==> src/hdl/dstp_pkg.sv <==
// shared types, constants and helper functions of the draw string parser
package dstp_pkg;

  localparam int TEXT_W   = 8;
  localparam int COORD_W  = 16;
  localparam int MAG_W    = COORD_W - 1;
  localparam int ACC_W    = MAG_W + 4;
  localparam int SUM_W    = COORD_W + 2;
  localparam int SCREEN_W = 11;
  localparam int CMP_W    = (COORD_W > SCREEN_W) ? COORD_W : SCREEN_W;
  localparam int KIND_W   = 3;
  localparam int DIR_W    = 4;
  localparam int COLOR_W  = 4;
  localparam int ROP_W    = 3;
  localparam int NUM_REGS = 4;
  localparam int IDX_W    = $clog2(NUM_REGS);
  localparam int ADDR_W   = IDX_W + 2;
  localparam int DATA_W   = 32;

  localparam logic [MAG_W-1:0]   MAG_MAX   = {MAG_W{1'b1}};
  localparam logic [COORD_W-1:0] COORD_MAX = {1'b0, {(COORD_W-1){1'b1}}};
  localparam logic [COORD_W-1:0] COORD_MIN = {1'b1, {(COORD_W-1){1'b0}}};
  localparam logic [ACC_W-1:0]   RADIX     = ACC_W'(10);
  localparam logic [TEXT_W-1:0]  CASE_OFFSET = 8'h20;
  localparam logic [TEXT_W-1:0]  CHAR_TAB  = 8'h09;

  // result kinds
  localparam logic [KIND_W-1:0] KIND_MOVE   = 3'd0;
  localparam logic [KIND_W-1:0] KIND_LINE   = 3'd1;
  localparam logic [KIND_W-1:0] KIND_DONE   = 3'd2;
  localparam logic [KIND_W-1:0] KIND_SYNTAX = 3'd3;
  localparam logic [KIND_W-1:0] KIND_RANGE  = 3'd4;

  // register indexes
  localparam logic [IDX_W-1:0] REG_DRAW_COLOR    = 2'd0;
  localparam logic [IDX_W-1:0] REG_RASTER_OP     = 2'd1;
  localparam logic [IDX_W-1:0] REG_SCREEN_WIDTH  = 2'd2;
  localparam logic [IDX_W-1:0] REG_SCREEN_HEIGHT = 2'd3;

  localparam logic [COLOR_W-1:0]  RESET_COLOR  = 4'd15;
  localparam logic [ROP_W-1:0]    RESET_ROP    = 3'd0;
  localparam logic [SCREEN_W-1:0] RESET_WIDTH  = 11'd256;
  localparam logic [SCREEN_W-1:0] RESET_HEIGHT = 11'd192;

  // direction codes
  localparam logic [DIR_W-1:0] DIR_NONE = 4'd0;
  localparam logic [DIR_W-1:0] DIR_U    = 4'd1;
  localparam logic [DIR_W-1:0] DIR_D    = 4'd2;
  localparam logic [DIR_W-1:0] DIR_L    = 4'd3;
  localparam logic [DIR_W-1:0] DIR_R    = 4'd4;
  localparam logic [DIR_W-1:0] DIR_E    = 4'd5;
  localparam logic [DIR_W-1:0] DIR_F    = 4'd6;
  localparam logic [DIR_W-1:0] DIR_G    = 4'd7;
  localparam logic [DIR_W-1:0] DIR_H    = 4'd8;

  // unit step along one axis
  localparam logic [1:0] STEP_ZERO = 2'b00;
  localparam logic [1:0] STEP_POS  = 2'b01;
  localparam logic [1:0] STEP_NEG  = 2'b10;

  typedef enum logic [2:0] {
    PH_IDLE,
    PH_LETTER,
    PH_DIST,
    PH_BWAIT,
    PH_MX_PRE,
    PH_MX_NUM,
    PH_MY_PRE,
    PH_MY_NUM
  } phase_t;

  typedef struct packed {
    logic [KIND_W-1:0]         kind;
    logic signed [COORD_W-1:0] from_x;
    logic signed [COORD_W-1:0] from_y;
    logic signed [COORD_W-1:0] to_x;
    logic signed [COORD_W-1:0] to_y;
    logic                      string_end;
  } seg_t;

  function automatic logic [DIR_W-1:0] dir_code(input logic [TEXT_W-1:0] c);
    logic [DIR_W-1:0] code;
    case (c)
      "U":     code = DIR_U;
      "D":     code = DIR_D;
      "L":     code = DIR_L;
      "R":     code = DIR_R;
      "E":     code = DIR_E;
      "F":     code = DIR_F;
      "G":     code = DIR_G;
      "H":     code = DIR_H;
      default: code = DIR_NONE;
    endcase
    return code;
  endfunction

  function automatic logic [1:0] step_x(input logic [DIR_W-1:0] code);
    logic [1:0] s;
    case (code)
      DIR_L, DIR_G, DIR_H: s = STEP_NEG;
      DIR_R, DIR_E, DIR_F: s = STEP_POS;
      default:             s = STEP_ZERO;
    endcase
    return s;
  endfunction

  function automatic logic [1:0] step_y(input logic [DIR_W-1:0] code);
    logic [1:0] s;
    case (code)
      DIR_U, DIR_E, DIR_H: s = STEP_NEG;
      DIR_D, DIR_F, DIR_G: s = STEP_POS;
      default:             s = STEP_ZERO;
    endcase
    return s;
  endfunction

  // pen plus or minus a distance, saturated to the coordinate range
  function automatic logic signed [COORD_W-1:0] step_clamp(
    input logic signed [COORD_W-1:0] pen,
    input logic signed [COORD_W-1:0] delta,
    input logic [1:0]                step
  );
    logic signed [SUM_W-1:0] sum;
    logic [SUM_W-COORD_W:0]  top;
    logic [COORD_W-1:0]      res;
    case (step)
      STEP_POS: sum = SUM_W'(pen) + SUM_W'(delta);
      STEP_NEG: sum = SUM_W'(pen) - SUM_W'(delta);
      default:  sum = SUM_W'(pen);
    endcase
    top = sum[SUM_W-1:COORD_W-1];
    if ((&top) || !(|top)) begin
      res = sum[COORD_W-1:0];
    end else if (sum[SUM_W-1]) begin
      res = COORD_MIN;
    end else begin
      res = COORD_MAX;
    end
    return res;
  endfunction

endpackage

==> src/hdl/dstp_if.sv <==
// handshake channels for command text bytes and segment results

interface dstp_text_if;
  logic                          valid;
  logic                          ready;
  logic [dstp_pkg::TEXT_W-1:0]   text_byte;

  modport source (output valid, output text_byte, input ready);
  modport sink (input valid, input text_byte, output ready);
endinterface

interface dstp_seg_if;
  logic                                 valid;
  logic                                 ready;
  logic [dstp_pkg::KIND_W-1:0]          kind;
  logic signed [dstp_pkg::COORD_W-1:0]  from_x;
  logic signed [dstp_pkg::COORD_W-1:0]  from_y;
  logic signed [dstp_pkg::COORD_W-1:0]  to_x;
  logic signed [dstp_pkg::COORD_W-1:0]  to_y;
  logic                                 string_end;

  modport source (output valid, output kind, output from_x, output from_y, output to_x,
                  output to_y, output string_end, input ready);
  modport sink (input valid, input kind, input from_x, input from_y, input to_x,
                input to_y, input string_end, output ready);
endinterface

==> src/hdl/draw_string_turtle_parser.sv <==
// draw string parser: turns DRAW command bytes into pen move and line segment items
//
// The block reads one byte of a DRAW string per item on cmd and ends a string at a
// zero byte. Commands U D L R E F G H take an optional signed distance (default 1),
// a B prefix turns the next direction command into a move without drawing, and
// M x,y moves the pen to an absolute position; case is ignored and space, tab and
// comma separate tokens. A command is finished by the first byte that cannot extend
// it, so its segment item leaves on that byte; each byte yields at most one item on
// seg. Off-screen absolute or B moves give a range error item, malformed text gives
// a syntax error item, and after an error bytes are dropped up to the zero byte.
// Each byte is parsed in one pass of logic: the parse state and the pen update in
// that pass behind the state registers, and the result is written to a two-entry
// output buffer, so cmd takes one byte per cycle and only stalls once both buffer
// entries are held by a stalled seg. A result is registered in the buffer before
// seg shows it. Registers sit on the APB port at byte addresses 0 (colour),
// 4 (raster op), 8 (screen width) and 12 (screen height); write them only while idle.
module draw_string_turtle_parser (
  input  logic                           clk,
  input  logic                           rst,
  dstp_text_if.sink                      cmd,
  dstp_seg_if.source                     seg,
  input  logic                           psel,
  input  logic                           penable,
  input  logic                           pwrite,
  input  logic [dstp_pkg::ADDR_W-1:0]    paddr,
  input  logic [dstp_pkg::DATA_W-1:0]    pwdata,
  output logic [dstp_pkg::DATA_W-1:0]    prdata,
  output logic                           pready
);

  // configuration registers
  logic [dstp_pkg::COLOR_W-1:0]  draw_color;
  logic [dstp_pkg::ROP_W-1:0]    raster_op;
  logic [dstp_pkg::SCREEN_W-1:0] screen_width;
  logic [dstp_pkg::SCREEN_W-1:0] screen_height;
  logic [dstp_pkg::IDX_W-1:0]    reg_idx;
  logic                          reg_write;

  // parse state
  dstp_pkg::phase_t                    phase, phase_next;
  logic signed [dstp_pkg::COORD_W-1:0] pen_x, pen_x_next;
  logic signed [dstp_pkg::COORD_W-1:0] pen_y, pen_y_next;
  logic [dstp_pkg::MAG_W-1:0]          number_value, number_value_next;
  logic                                number_negative, number_negative_next;
  logic                                digit_seen, digit_seen_next;
  logic [dstp_pkg::DIR_W-1:0]          direction_code, direction_code_next;
  logic                                move_only_flag, move_only_flag_next;
  logic signed [dstp_pkg::COORD_W-1:0] first_coordinate, first_coordinate_next;
  logic                                error_hold, error_hold_next;

  // byte classes
  logic [dstp_pkg::TEXT_W-1:0] tb;
  logic [dstp_pkg::TEXT_W-1:0] upper_b;
  logic [dstp_pkg::DIR_W-1:0]  code_in;
  logic is_end, is_dig, is_sign, is_minus, is_blank, is_sep, is_letter_m, is_letter_b;

  // number and target datapath
  logic [dstp_pkg::ACC_W-1:0]          acc;
  logic [dstp_pkg::MAG_W-1:0]          acc_sat;
  logic [dstp_pkg::MAG_W-1:0]          first_digit;
  logic signed [dstp_pkg::COORD_W-1:0] mag_ext;
  logic signed [dstp_pkg::COORD_W-1:0] num_signed;
  logic signed [dstp_pkg::COORD_W-1:0] step_len;
  logic signed [dstp_pkg::COORD_W-1:0] dir_x, dir_y;
  logic signed [dstp_pkg::COORD_W-1:0] tgt_x, tgt_y;
  logic                                tgt_move, on_screen, dir_bad;

  // per byte events
  logic fin_dir, fin_abs, fin_any, syn_fail, range_fail, do_fail, place_ok, res_valid;
  dstp_pkg::seg_t res;

  // output buffer
  logic           head_valid, skid_valid;
  dstp_pkg::seg_t head, skid;
  logic           cmd_fire, push, pop;

  // ---------------------------------------------------------------------------
  // configuration port
  // ---------------------------------------------------------------------------
  assign pready    = 1'b1;
  assign reg_idx   = paddr[dstp_pkg::ADDR_W-1:2];
  assign reg_write = psel && penable && pwrite;

  always_ff @(posedge clk) begin
    if (rst) begin
      draw_color    <= dstp_pkg::RESET_COLOR;
      raster_op     <= dstp_pkg::RESET_ROP;
      screen_width  <= dstp_pkg::RESET_WIDTH;
      screen_height <= dstp_pkg::RESET_HEIGHT;
    end else if (reg_write) begin
      case (reg_idx)
        dstp_pkg::REG_DRAW_COLOR:    draw_color    <= pwdata[dstp_pkg::COLOR_W-1:0];
        dstp_pkg::REG_RASTER_OP:     raster_op     <= pwdata[dstp_pkg::ROP_W-1:0];
        dstp_pkg::REG_SCREEN_WIDTH:  screen_width  <= pwdata[dstp_pkg::SCREEN_W-1:0];
        dstp_pkg::REG_SCREEN_HEIGHT: screen_height <= pwdata[dstp_pkg::SCREEN_W-1:0];
        default: ;
      endcase
    end
  end

  always_comb begin
    case (reg_idx)
      dstp_pkg::REG_DRAW_COLOR:    prdata = dstp_pkg::DATA_W'(draw_color);
      dstp_pkg::REG_RASTER_OP:     prdata = dstp_pkg::DATA_W'(raster_op);
      dstp_pkg::REG_SCREEN_WIDTH:  prdata = dstp_pkg::DATA_W'(screen_width);
      dstp_pkg::REG_SCREEN_HEIGHT: prdata = dstp_pkg::DATA_W'(screen_height);
      default:                     prdata = '0;
    endcase
  end

  // ---------------------------------------------------------------------------
  // byte decode
  // ---------------------------------------------------------------------------
  assign tb          = cmd.text_byte;
  assign is_end      = (tb == '0);
  assign is_dig      = tb inside {["0":"9"]};
  assign is_sign     = (tb == "+") || (tb == "-");
  assign is_minus    = (tb == "-");
  assign is_blank    = (tb == " ") || (tb == dstp_pkg::CHAR_TAB);
  assign is_sep      = is_blank || (tb == ",");
  assign upper_b     = (tb inside {["a":"z"]}) ? tb - dstp_pkg::CASE_OFFSET : tb;
  assign is_letter_m = (upper_b == "M");
  assign is_letter_b = (upper_b == "B");
  assign code_in     = dstp_pkg::dir_code(upper_b);

  // decimal accumulation, saturating at the largest coordinate magnitude
  assign acc = dstp_pkg::ACC_W'(number_value) * dstp_pkg::RADIX +
               dstp_pkg::ACC_W'(tb[3:0]);
  assign acc_sat = (acc > dstp_pkg::ACC_W'(dstp_pkg::MAG_MAX)) ? dstp_pkg::MAG_MAX :
                   acc[dstp_pkg::MAG_W-1:0];
  assign first_digit = is_dig ? dstp_pkg::MAG_W'(tb[3:0]) : '0;

  assign mag_ext    = {1'b0, number_value};
  assign num_signed = number_negative ? -mag_ext : mag_ext;
  assign step_len   = digit_seen ? num_signed : dstp_pkg::COORD_W'(1);

  // relative target, one unit step per axis scaled by the distance
  assign dir_x   = dstp_pkg::step_clamp(pen_x, step_len, dstp_pkg::step_x(direction_code));
  assign dir_y   = dstp_pkg::step_clamp(pen_y, step_len, dstp_pkg::step_y(direction_code));
  assign dir_bad = (direction_code == dstp_pkg::DIR_NONE) ||
                   (direction_code > dstp_pkg::DIR_H);

  // a command is finished by a byte that cannot extend it
  assign fin_dir = !error_hold &&
                   (((phase == dstp_pkg::PH_LETTER) && !is_sign && !is_dig) ||
                    ((phase == dstp_pkg::PH_DIST) && !is_dig && digit_seen));
  assign fin_abs = !error_hold && (phase == dstp_pkg::PH_MY_NUM) && !is_dig && digit_seen;
  assign fin_any = (fin_dir && !dir_bad) || fin_abs;

  assign tgt_x    = fin_abs ? first_coordinate : dir_x;
  assign tgt_y    = fin_abs ? num_signed : dir_y;
  assign tgt_move = fin_abs || move_only_flag;

  // lines are left to the drawer to clip; moves must land on screen
  assign on_screen = !tgt_x[dstp_pkg::COORD_W-1] && !tgt_y[dstp_pkg::COORD_W-1] &&
                     (dstp_pkg::CMP_W'($unsigned(tgt_x)) <
                      dstp_pkg::CMP_W'(screen_width)) &&
                     (dstp_pkg::CMP_W'($unsigned(tgt_y)) <
                      dstp_pkg::CMP_W'(screen_height));

  always_comb begin
    syn_fail = 1'b0;
    if (!error_hold) begin
      case (phase)
        dstp_pkg::PH_DIST, dstp_pkg::PH_MY_NUM: syn_fail = !is_dig && !digit_seen;
        dstp_pkg::PH_MX_NUM:                    syn_fail = !is_dig &&
                                                           (!digit_seen ||
                                                            (!is_sep && !is_sign));
        dstp_pkg::PH_BWAIT:                     syn_fail = is_end;
        dstp_pkg::PH_MX_PRE, dstp_pkg::PH_MY_PRE:
                                                syn_fail = !is_sep && !is_sign && !is_dig;
        dstp_pkg::PH_LETTER:                    syn_fail = fin_dir && dir_bad;
        default:                                syn_fail = 1'b0;
      endcase
      if ((phase == dstp_pkg::PH_DIST) && fin_dir && dir_bad) begin
        syn_fail = 1'b1;
      end
    end
  end

  assign range_fail = fin_any && tgt_move && !on_screen;
  assign place_ok   = fin_any && !range_fail;
  assign do_fail    = syn_fail || range_fail;
  assign res_valid  = do_fail || place_ok ||
                      (!error_hold && (phase == dstp_pkg::PH_IDLE) && is_end);

  // ---------------------------------------------------------------------------
  // next state
  // ---------------------------------------------------------------------------
  always_comb begin
    phase_next            = phase;
    pen_x_next            = pen_x;
    pen_y_next            = pen_y;
    number_value_next     = number_value;
    number_negative_next  = number_negative;
    digit_seen_next       = digit_seen;
    direction_code_next   = direction_code;
    move_only_flag_next   = move_only_flag;
    first_coordinate_next = first_coordinate;
    error_hold_next       = error_hold;

    if (error_hold) begin
      // drop bytes until the string ends
      if (is_end) begin
        error_hold_next      = 1'b0;
        phase_next           = dstp_pkg::PH_IDLE;
        number_value_next    = '0;
        number_negative_next = 1'b0;
        digit_seen_next      = 1'b0;
      end
    end else if (do_fail) begin
      error_hold_next      = !is_end;
      phase_next           = dstp_pkg::PH_IDLE;
      number_value_next    = '0;
      number_negative_next = 1'b0;
      digit_seen_next      = 1'b0;
    end else if (place_ok || (phase == dstp_pkg::PH_IDLE)) begin
      if (place_ok) begin
        pen_x_next = tgt_x;
        pen_y_next = tgt_y;
      end
      // the finishing byte also starts the next token
      phase_next = dstp_pkg::PH_IDLE;
      if (is_end) begin
        number_value_next    = '0;
        number_negative_next = 1'b0;
        digit_seen_next      = 1'b0;
      end else if (!is_sep) begin
        number_value_next    = '0;
        number_negative_next = 1'b0;
        digit_seen_next      = 1'b0;
        if (is_letter_m) begin
          move_only_flag_next = 1'b0;
          phase_next          = dstp_pkg::PH_MX_PRE;
        end else if (is_letter_b) begin
          move_only_flag_next = 1'b1;
          phase_next          = dstp_pkg::PH_BWAIT;
        end else begin
          move_only_flag_next = 1'b0;
          direction_code_next = code_in;
          phase_next          = dstp_pkg::PH_LETTER;
        end
      end else if (place_ok) begin
        number_value_next    = '0;
        number_negative_next = 1'b0;
        digit_seen_next      = 1'b0;
      end
    end else begin
      case (phase)
        dstp_pkg::PH_LETTER, dstp_pkg::PH_MX_PRE, dstp_pkg::PH_MY_PRE: begin
          // sign or digit opens a number; separators before a coordinate are skipped
          if (is_sign || is_dig) begin
            number_value_next    = first_digit;
            number_negative_next = is_minus;
            digit_seen_next      = is_dig;
            case (phase)
              dstp_pkg::PH_LETTER: phase_next = dstp_pkg::PH_DIST;
              dstp_pkg::PH_MX_PRE: phase_next = dstp_pkg::PH_MX_NUM;
              default:             phase_next = dstp_pkg::PH_MY_NUM;
            endcase
          end
        end
        dstp_pkg::PH_DIST, dstp_pkg::PH_MY_NUM: begin
          if (is_dig) begin
            number_value_next = acc_sat;
            digit_seen_next   = 1'b1;
          end
        end
        dstp_pkg::PH_MX_NUM: begin
          if (is_dig) begin
            number_value_next = acc_sat;
            digit_seen_next   = 1'b1;
          end else begin
            // x is done; this byte is seen again as the start of y
            first_coordinate_next = num_signed;
            number_value_next     = '0;
            number_negative_next  = is_minus;
            digit_seen_next       = 1'b0;
            phase_next            = is_sep ? dstp_pkg::PH_MY_PRE : dstp_pkg::PH_MY_NUM;
          end
        end
        dstp_pkg::PH_BWAIT: begin
          if (!is_blank) begin
            direction_code_next = code_in;
            phase_next          = dstp_pkg::PH_LETTER;
          end
        end
        default: ;
      endcase
    end
  end

  // ---------------------------------------------------------------------------
  // result item
  // ---------------------------------------------------------------------------
  always_comb begin
    res.from_x     = pen_x;
    res.from_y     = pen_y;
    res.to_x       = pen_x;
    res.to_y       = pen_y;
    res.string_end = 1'b1;
    if (do_fail) begin
      res.kind = range_fail ? dstp_pkg::KIND_RANGE : dstp_pkg::KIND_SYNTAX;
    end else if (place_ok) begin
      res.kind       = tgt_move ? dstp_pkg::KIND_MOVE : dstp_pkg::KIND_LINE;
      res.to_x       = tgt_x;
      res.to_y       = tgt_y;
      res.string_end = is_end;
    end else begin
      res.kind = dstp_pkg::KIND_DONE;
    end
  end

  always_ff @(posedge clk) begin
    if (rst) begin
      phase            <= dstp_pkg::PH_IDLE;
      pen_x            <= '0;
      pen_y            <= '0;
      number_value     <= '0;
      number_negative  <= 1'b0;
      digit_seen       <= 1'b0;
      direction_code   <= dstp_pkg::DIR_NONE;
      move_only_flag   <= 1'b0;
      first_coordinate <= '0;
      error_hold       <= 1'b0;
    end else if (cmd_fire) begin
      phase            <= phase_next;
      pen_x            <= pen_x_next;
      pen_y            <= pen_y_next;
      number_value     <= number_value_next;
      number_negative  <= number_negative_next;
      digit_seen       <= digit_seen_next;
      direction_code   <= direction_code_next;
      move_only_flag   <= move_only_flag_next;
      first_coordinate <= first_coordinate_next;
      error_hold       <= error_hold_next;
    end
  end

  // ---------------------------------------------------------------------------
  // two-entry output buffer: head drives seg, skid catches an item while seg stalls
  // ---------------------------------------------------------------------------
  assign cmd.ready = !skid_valid;
  assign cmd_fire  = cmd.valid && cmd.ready;
  assign push      = cmd_fire && res_valid;
  assign pop       = head_valid && seg.ready;

  always_ff @(posedge clk) begin
    if (rst) begin
      head_valid <= 1'b0;
      skid_valid <= 1'b0;
    end else if (skid_valid) begin
      if (pop) begin
        skid_valid <= 1'b0;
      end
    end else if (push && head_valid && !pop) begin
      skid_valid <= 1'b1;
    end else if (push) begin
      head_valid <= 1'b1;
    end else if (pop) begin
      head_valid <= 1'b0;
    end
  end

  always_ff @(posedge clk) begin
    if (skid_valid) begin
      if (pop) begin
        head <= skid;
      end
    end else if (push) begin
      if (head_valid && !pop) begin
        skid <= res;
      end else begin
        head <= res;
      end
    end
  end

  assign seg.valid      = head_valid;
  assign seg.kind       = head.kind;
  assign seg.from_x     = head.from_x;
  assign seg.from_y     = head.from_y;
  assign seg.to_x       = head.to_x;
  assign seg.to_y       = head.to_y;
  assign seg.string_end = head.string_end;

  // ---------------------------------------------------------------------------
  // checks
  // ---------------------------------------------------------------------------
  a_hold_silent: assert property (@(posedge clk) disable iff (rst)
    error_hold |-> !res_valid)
    else $error("result produced while dropping bytes after an error");

  a_skid_order: assert property (@(posedge clk) disable iff (rst)
    skid_valid |-> head_valid)
    else $error("skid entry held with empty head");

  a_pen_quiet: assert property (@(posedge clk) disable iff (rst)
    !(cmd_fire && place_ok) |=> $stable(pen_x) && $stable(pen_y))
    else $error("pen moved without a placed segment");

  a_error_ends: assert property (@(posedge clk) disable iff (rst)
    (push && do_fail) |=> error_hold == !$past(is_end))
    else $error("error hold does not follow the failing byte");

  a_err_item_end: assert property (@(posedge clk) disable iff (rst)
    (seg.valid && ((seg.kind == dstp_pkg::KIND_SYNTAX) ||
                   (seg.kind == dstp_pkg::KIND_RANGE))) |-> seg.string_end)
    else $error("error item without string end");

endmodule
==> src/flat_wrapper.sv <==
// flat-port wrapper written by rule: the top's interface ports become plain ports
module draw_string_turtle_parser_flat 
  (clk, rst, psel, penable, pwrite, paddr, pwdata, prdata, pready, cmd_valid, cmd_text_byte, cmd_ready, seg_valid, seg_kind, seg_from_x, seg_from_y, seg_to_x, seg_to_y, seg_string_end, seg_ready);
  dstp_text_if cmd_i ();
  dstp_seg_if seg_i ();
  input  logic clk;
  input  logic rst;
  input  logic psel;
  input  logic penable;
  input  logic pwrite;
  input  logic [dstp_pkg::ADDR_W-1:0] paddr;
  input  logic [dstp_pkg::DATA_W-1:0] pwdata;
  output logic [dstp_pkg::DATA_W-1:0] prdata;
  output logic pready;
  input wire logic [$bits(cmd_i.valid)-1:0] cmd_valid;
  input wire logic [$bits(cmd_i.text_byte)-1:0] cmd_text_byte;
  output wire logic [$bits(cmd_i.ready)-1:0] cmd_ready;
  output wire logic [$bits(seg_i.valid)-1:0] seg_valid;
  output wire logic [$bits(seg_i.kind)-1:0] seg_kind;
  output wire logic [$bits(seg_i.from_x)-1:0] seg_from_x;
  output wire logic [$bits(seg_i.from_y)-1:0] seg_from_y;
  output wire logic [$bits(seg_i.to_x)-1:0] seg_to_x;
  output wire logic [$bits(seg_i.to_y)-1:0] seg_to_y;
  output wire logic [$bits(seg_i.string_end)-1:0] seg_string_end;
  input wire logic [$bits(seg_i.ready)-1:0] seg_ready;
  assign cmd_i.valid = cmd_valid;
  assign cmd_i.text_byte = cmd_text_byte;
  assign cmd_ready = cmd_i.ready;
  assign seg_valid = seg_i.valid;
  assign seg_kind = seg_i.kind;
  assign seg_from_x = seg_i.from_x;
  assign seg_from_y = seg_i.from_y;
  assign seg_to_x = seg_i.to_x;
  assign seg_to_y = seg_i.to_y;
  assign seg_string_end = seg_i.string_end;
  assign seg_i.ready = seg_ready;
  draw_string_turtle_parser u_core (.clk(clk), .rst(rst), .cmd(cmd_i), .seg(seg_i), .psel(psel), .penable(penable), .pwrite(pwrite), .paddr(paddr), .pwdata(pwdata), .prdata(prdata), .pready(pready));
endmodule
==> config.mk <==
export PLATFORM = sky130hd
export DESIGN_NAME = draw_string_turtle_parser_flat
export DESIGN_NICKNAME = d
export VERILOG_FILES = /design/src/hdl/dstp_pkg.sv /design/src/hdl/dstp_if.sv /design/src/hdl/draw_string_turtle_parser.sv /design/src/flat_wrapper.sv
export SDC_FILE = /design/constraint.sdc
export NUM_CORES = 1
export LEC_CHECK = 0
export BUFFER_PORTS_ARGS = -buffer_cell sky130_fd_sc_hd__clkbuf_2
export CAP_MARGIN = 30
export CORE_MARGIN = 2
export CORE_UTILIZATION = 25
export DETAILED_ROUTE_END_ITERATION = 10
export HOLD_SLACK_MARGIN = 0.02
export PLACE_DENSITY = 0.49
export SETUP_SLACK_MARGIN = 0.05
export SLEW_MARGIN = 20
export SYNTH_ARGS = -nofsm -noshare
export SYNTH_HDL_FRONTEND = slang
export SYNTH_SLANG_ARGS = --single-unit
==> constraint.sdc <==
create_clock -name clk -period 10.4 [get_ports clk]
set_clock_uncertainty 0.15 [all_clocks]
set_input_delay 2.08 -clock clk [delete_from_list [all_inputs] [get_ports clk]]
set_output_delay 2.08 -clock clk [all_outputs]
set_load 0.03 [all_outputs]
# Yosys cells after proc, flatten, opt, wreduce, memory -nomap -nowiden
# Cells that the tools add are included.
[op_classes]
addsub = 7
multipliers = 1
n_lt_le_gt_ge = 8
eq_ne = 50
muxes = 89
n_bitwise = 8
n_reduce_logical = 99
[op_table]
columns = ["op", "n"]
rows = [
  ["68-bit two-way mux", 4],
  ["15-bit two-way mux", 11],
  ["16-bit two-way mux", 8],
  ["32-bit one-hot mux with 4 select lines", 1],
  ["8-bit by 7-bit == test with 1-bit output, second input constant", 10],
  ["18-bit one-hot mux with 2 select lines", 2],
  ["33-bit two-way mux", 2],
  ["15-bit one-hot mux with 3 select lines", 1],
  ["3-bit two-way mux", 13],
  ["16-bit by 16-bit adder with 17-bit output", 2],
  ["1-bit logical AND", 34],
  ["16-bit by 16-bit subtractor with 17-bit output", 2],
  ["8-bit by 6-bit == test with 1-bit output, second input constant", 4],
  ["16-bit by 11-bit < comparator with 1-bit output", 2],
  ["4-bit two-way mux", 8],
  ["4-bit one-hot mux with 8 select lines", 1],
  ["6-bit AND reduction", 5],
  ["1-bit two-way mux", 29],
  ["3-bit OR reduction", 7],
  ["19-bit by 4-bit adder with 19-bit output", 1],
  ["19-bit by 15-bit > comparator with 1-bit output, second input constant", 1],
  ["15-bit by 3-bit multiplier with 18-bit output, second input constant", 1],
  ["4-bit by 3-bit == test with 1-bit output, second input constant", 4],
  ["15-bit negation with 16-bit output", 1],
  ["other kinds (42)", 108],
]
[word_totals]
register_bits = 241
in_bits = 51
wordCells = 290

# Logic depth before layout (Yosys ltp)
[depth]
ltp_word = 25
depth_mapped = 42

# Worst setup path after synthesis
# OpenSTA, ideal clock, no wires.
[synth_path]
kind = "input-to-reg"
startpoint = "in cmd_text_byte[5]"
endpoint = "reg u_core.skid[0] (netlist bit) (enable)"
setup_time_ps = 593
arrival_ps = 8604
required_time_ps = 9657
slack_ps = 1053
cell_stages = 10
cell_sequence = "clkbuf_1 nor4bb_1 a21oi_1 and4_1 clkbuf_1 or2_2 a21oi_1 o31ai_1 nand2_1 nor3b_1"
[synth_between]
elab_chain_len = 18
[synth_rtl]
columns = ["item", "line", "text"]
rows = [
  ["start: declaration", "flat_wrapper.sv:16", "input wire logic [$bits(cmd_i.text_byte)-1:0] cmd_text_byte;"],
  ["branches (longest 15 deep; another with 16-bit by 11-bit < comparator with 1-bit output)", "-", ""],
  ["1-bit logical OR (*)", "draw_string_turtle_parser.sv:184", "assign res_valid = do_fail || place_ok ||"],
  ["1-bit logical AND (*)", "draw_string_turtle_parser.sv:345", "assign push = cmd_fire && res_valid;"],
  ["3-bit AND reduction (no source line) (*)", "-", ""],
  ["end signal: assignment", "draw_string_turtle_parser.sv:372", "skid <= res;"],
  ["end: declaration", "draw_string_turtle_parser.sv:74", "dstp_pkg::seg_t head, skid;"],
]
# Every way passes the cells marked *.
# A chain may end at the register's enable or synchronous reset.

==> flow_summary.json <==
{
  "synth_cell_type_count": 88,
  "slew_violations": 0,
  "crit_top_cell": "o21ai_0",
  "status": "finished clean",
  "critPathKind": "reg2reg",
  "pin_count": 154,
  "die_area_um2": 66200,
  "crit_slowest_cell": "or4_4",
  "syn-instance-count": 1740,
  "vias": 13222,
  "seq_area_frac_synth": 0.386,
  "grt_usage": 0.142,
  "holdWs_ps": 305,
  "power.leakage_nw": 7.39,
  "min_period_over_period": 0.945,
  "grt.overflow.total": 0,
  "setup_violations": 0,
  "firstDrtPassIters": 5,
  "die_w_um": 257,
  "maxSlewHeadroom": 0.321,
  "cts-root-buf": "clkbuf_16",
  "peakVddDrop_v": 0.0000854,
  "place_hpwl_um": 37100,
  "numCtsBuffers": 28,
  "ant_nets": 0,
  "reg2regPathDepth": 34,
  "cts_tree": "done",
  "portBuffers": 108,
  "ys_ff_latch": 241,
  "grt_pass1_vias": 12605,
  "clock_latency_ps": 570,
  "r2r_start": "u_core.number_value[2]",
  "ys_dominant_reg_cell": "edfxtp_1",
  "r2r_end": "u_core.seg.to_y[1]",
  "critical_path_required_ps": 10570,
  "drtIter0Drc": 833,
  "fp.dieH_um": 257,
  "whs_endpoint": "u_core.first_coordinate[9]",
  "start_kind": "flip-flop",
  "hold_class": "reg2reg",
  "crit_path_end_kind": "flip-flop",
  "fmax_ghz": 0.102,
  "hold_violations": 0,
  "rrSetupSlack_ps": 570,
  "crit_fanout": 46,
  "period_needed_ps": 9830,
  "cp_slowest_stage_delay_ps": 570,
  "tns_ps": 0,
  "nets": 1973,
  "initial_core_util": 0.254,
  "final_common_cell": "nand2_1",
  "clkTransAtPathRegs_ps": 70,
  "avgSynthCellArea_um2": 9.21,
  "synth_area_um2": 16000,
  "place.gp.congestion": 0.879,
  "drive_gt1_frac": 0.183,
  "htreeDepth": 1,
  "rows": 92,
  "clock_sinks": 241,
  "max-cap-violations": 0,
  "synthArstFlopShare": 0,
  "core_area_um2": 63200,
  "ys_warn_count": 0,
  "grt_max_degree": 69,
  "hold_path.startpoint": "u_core.first_coordinate[9]",
  "critPathArrivalTime_ps": 10000,
  "antenna_found_initial": 3,
  "post_cts_hold_buffer_count": 0,
  "routed_wl_um": 48700,
  "n_antenna_cell": 0,
  "tightest_slew_ps": 1020,
  "rsz0062_at_grt": "false",
  "vias_per_cell": 4.90,
  "pwr_density_cell_nw_per_um2": 138,
  "grt_pass1_wl_um": 74800,
  "remaining_drc_errors": 0,
  "synthToLayoutAreaGrowth_pct": 15.2,
  "synth-edff-count": 136,
  "wl_per_cell_um": 18.1,
  "cts_buffer_depth": 3,
  "mostFrequentLayoutCells": "nand2_1 (174), a21oi_1 (139), edfxtp_1 (136), nor2_1 (129), o21ai_0 (112)",
  "hold_depth": 2
}
kinds of logic (layout without fill, tap and decap cells):
group | after synthesis | after routing | synth area share
AND/OR/NAND/NOR | 541 | 541 | 0.162
other | 2 | 22 | 0.000469
adder cells (fa/ha/maj) | 96 | 96 | 0.0760
multiplexers | 141 | 141 | 0.0983
flip-flops | 241 | 241 | 0.386
XOR/XNOR | 81 | 81 | 0.0443
buffers and inverters | 181 | 274 | 0.0510
AO/OA/AOI/OAI | 457 | 457 | 0.182
how the worst max path moves through the flow:
stage | startpoint | to | slack (ps)
floorplan | cmd_text_byte[5] | u_core.skid[0] | 1050
global placement | u_core.number_value[0] | u_core.seg.to_y[1] | 560
detailed placement | u_core.number_value[0] | u_core.seg.to_y[1] | 530
CTS | u_core.number_value[0] | u_core.seg.to_y[1] | 490
global route | u_core.number_value[2] | u_core.seg.to_y[1] | 130
finish | u_core.number_value[2] | u_core.seg.to_y[1] | 570
area by class of cell:
class | instances | area, µm²
clock buffer | 32 | 716
timing repair buffer | 161 | 966
inverter | 61 | 229
multi-input combinational | 1338 | 9130
clock inverter | 20 | 171
tap | 846 | 1060
sequential | 241 | 6190
fill | 6654 | 44700
synth_stat cells (6+ instances only):
cell type / n / share of area
xor2_1: 37 / 0.020
nor2_1: 129 / 0.030
a211o_1: 9 / 0.0049
ha_1: 87 / 0.068
o21ai_0: 112 / 0.035
a21o_1: 25 / 0.012
a31oi_1: 18 / 0.0070
dfxtp_1: 105 / 0.13
nand3_1: 50 / 0.016
a22oi_1: 14 / 0.0066
o21bai_1: 12 / 0.0056
nor4_1: 8 / 0.0031
o31ai_1: 11 / 0.0052
nand2b_1: 22 / 0.0086
nand2_1: 174 / 0.041
o22a_1: 6 / 0.0033
nor3_1: 39 / 0.012
a211oi_1: 9 / 0.0042
o211ai_1: 15 / 0.0070
edfxtp_1: 136 / 0.25
nor2b_1: 22 / 0.0086
and3_1: 11 / 0.0043
inv_1: 60 / 0.014
a21oi_1: 140 / 0.044
clkbuf_1: 81 / 0.019
buf_4: 24 / 0.011
mux2_2: 101 / 0.071
xnor2_1: 44 / 0.024
a2111oi_0: 6 / 0.0033
mux2i_1: 37 / 0.023
a21boi_0: 6 / 0.0028
or3_1: 11 / 0.0043
nand4_1: 17 / 0.0066
o21a_1: 12 / 0.0056
o22ai_1: 8 / 0.0031
a22o_1: 7 / 0.0038
nand3b_1: 7 / 0.0033
nor3b_1: 7 / 0.0033
or2_2: 8 / 0.0031
and2_1: 15 / 0.0059
through the flow:
stage               cells  setup WS [ps]  total power, W  instance area (µm²)   util
detailed placement   2646            528         0.00161                17500  0.278
global route         2699            131         0.00266                18500  0.292
global placement     2644            557         0.00161                17500  0.277
CTS                  2698            489         0.00259                18400  0.292
finish               2699            568         0.00256                18500  0.292
floorplan            1760           1050         0.00149                16100      -
routing by layer:
| metal | up-vias | global-route usage | share of wire |
|---|---|---|---|
| li1 | 6515 | - | - |
| met1 | 6310 | 0.195 | 0.47 |
| met2 | 306 | 0.230 | 0.45 |
| met5 | - | 0 | 0.00084 |
| met4 | 6 | 0.0457 | 0.031 |
| met3 | 85 | 0.0209 | 0.045 |
report_power, final:
| part | leakage (nW) | internal, W | switching [W] |
|---|---|---|---|
| registers | 2.20 | 0.00107 | 0.0000363 |
| logic | 4.76 | 0.000137 | 0.000344 |
| clock network | 0.428 | 0.000546 | 0.000418 |
critical path, delay by kind of cell, from the launching register on:
family                   cells  cell delay, ps
flip-flops                   1             490
adder cells (fa/ha/maj)      2             740
AND/OR/NAND/NOR              8            2240
XOR/XNOR                     1             190
buffers and inverters        2             450
multiplexers                 2             710
AO/OA/AOI/OAI               19            4530
sequential cells by signal (all words and copies together) (netlist names), 11 cells and up:
name,flops
u_core.first_coordinate,16
u_core.number_value,15
u_core.pen_x,16
u_core.pen_y,16
u_core.screen_height,11
u_core.screen_width,11
u_core.seg.from_x,16
u_core.seg.from_y,16
u_core.seg.to_x,16
u_core.seg.to_y,16
u_core.skid,68
what timing repair did:
action / CTS / global route
setup endpoints to repair: 0 / 64
gates resized for setup: 0 / 4
buffers inserted: 0 / 1
Note: power is estimated with default switching activity, not from simulation.
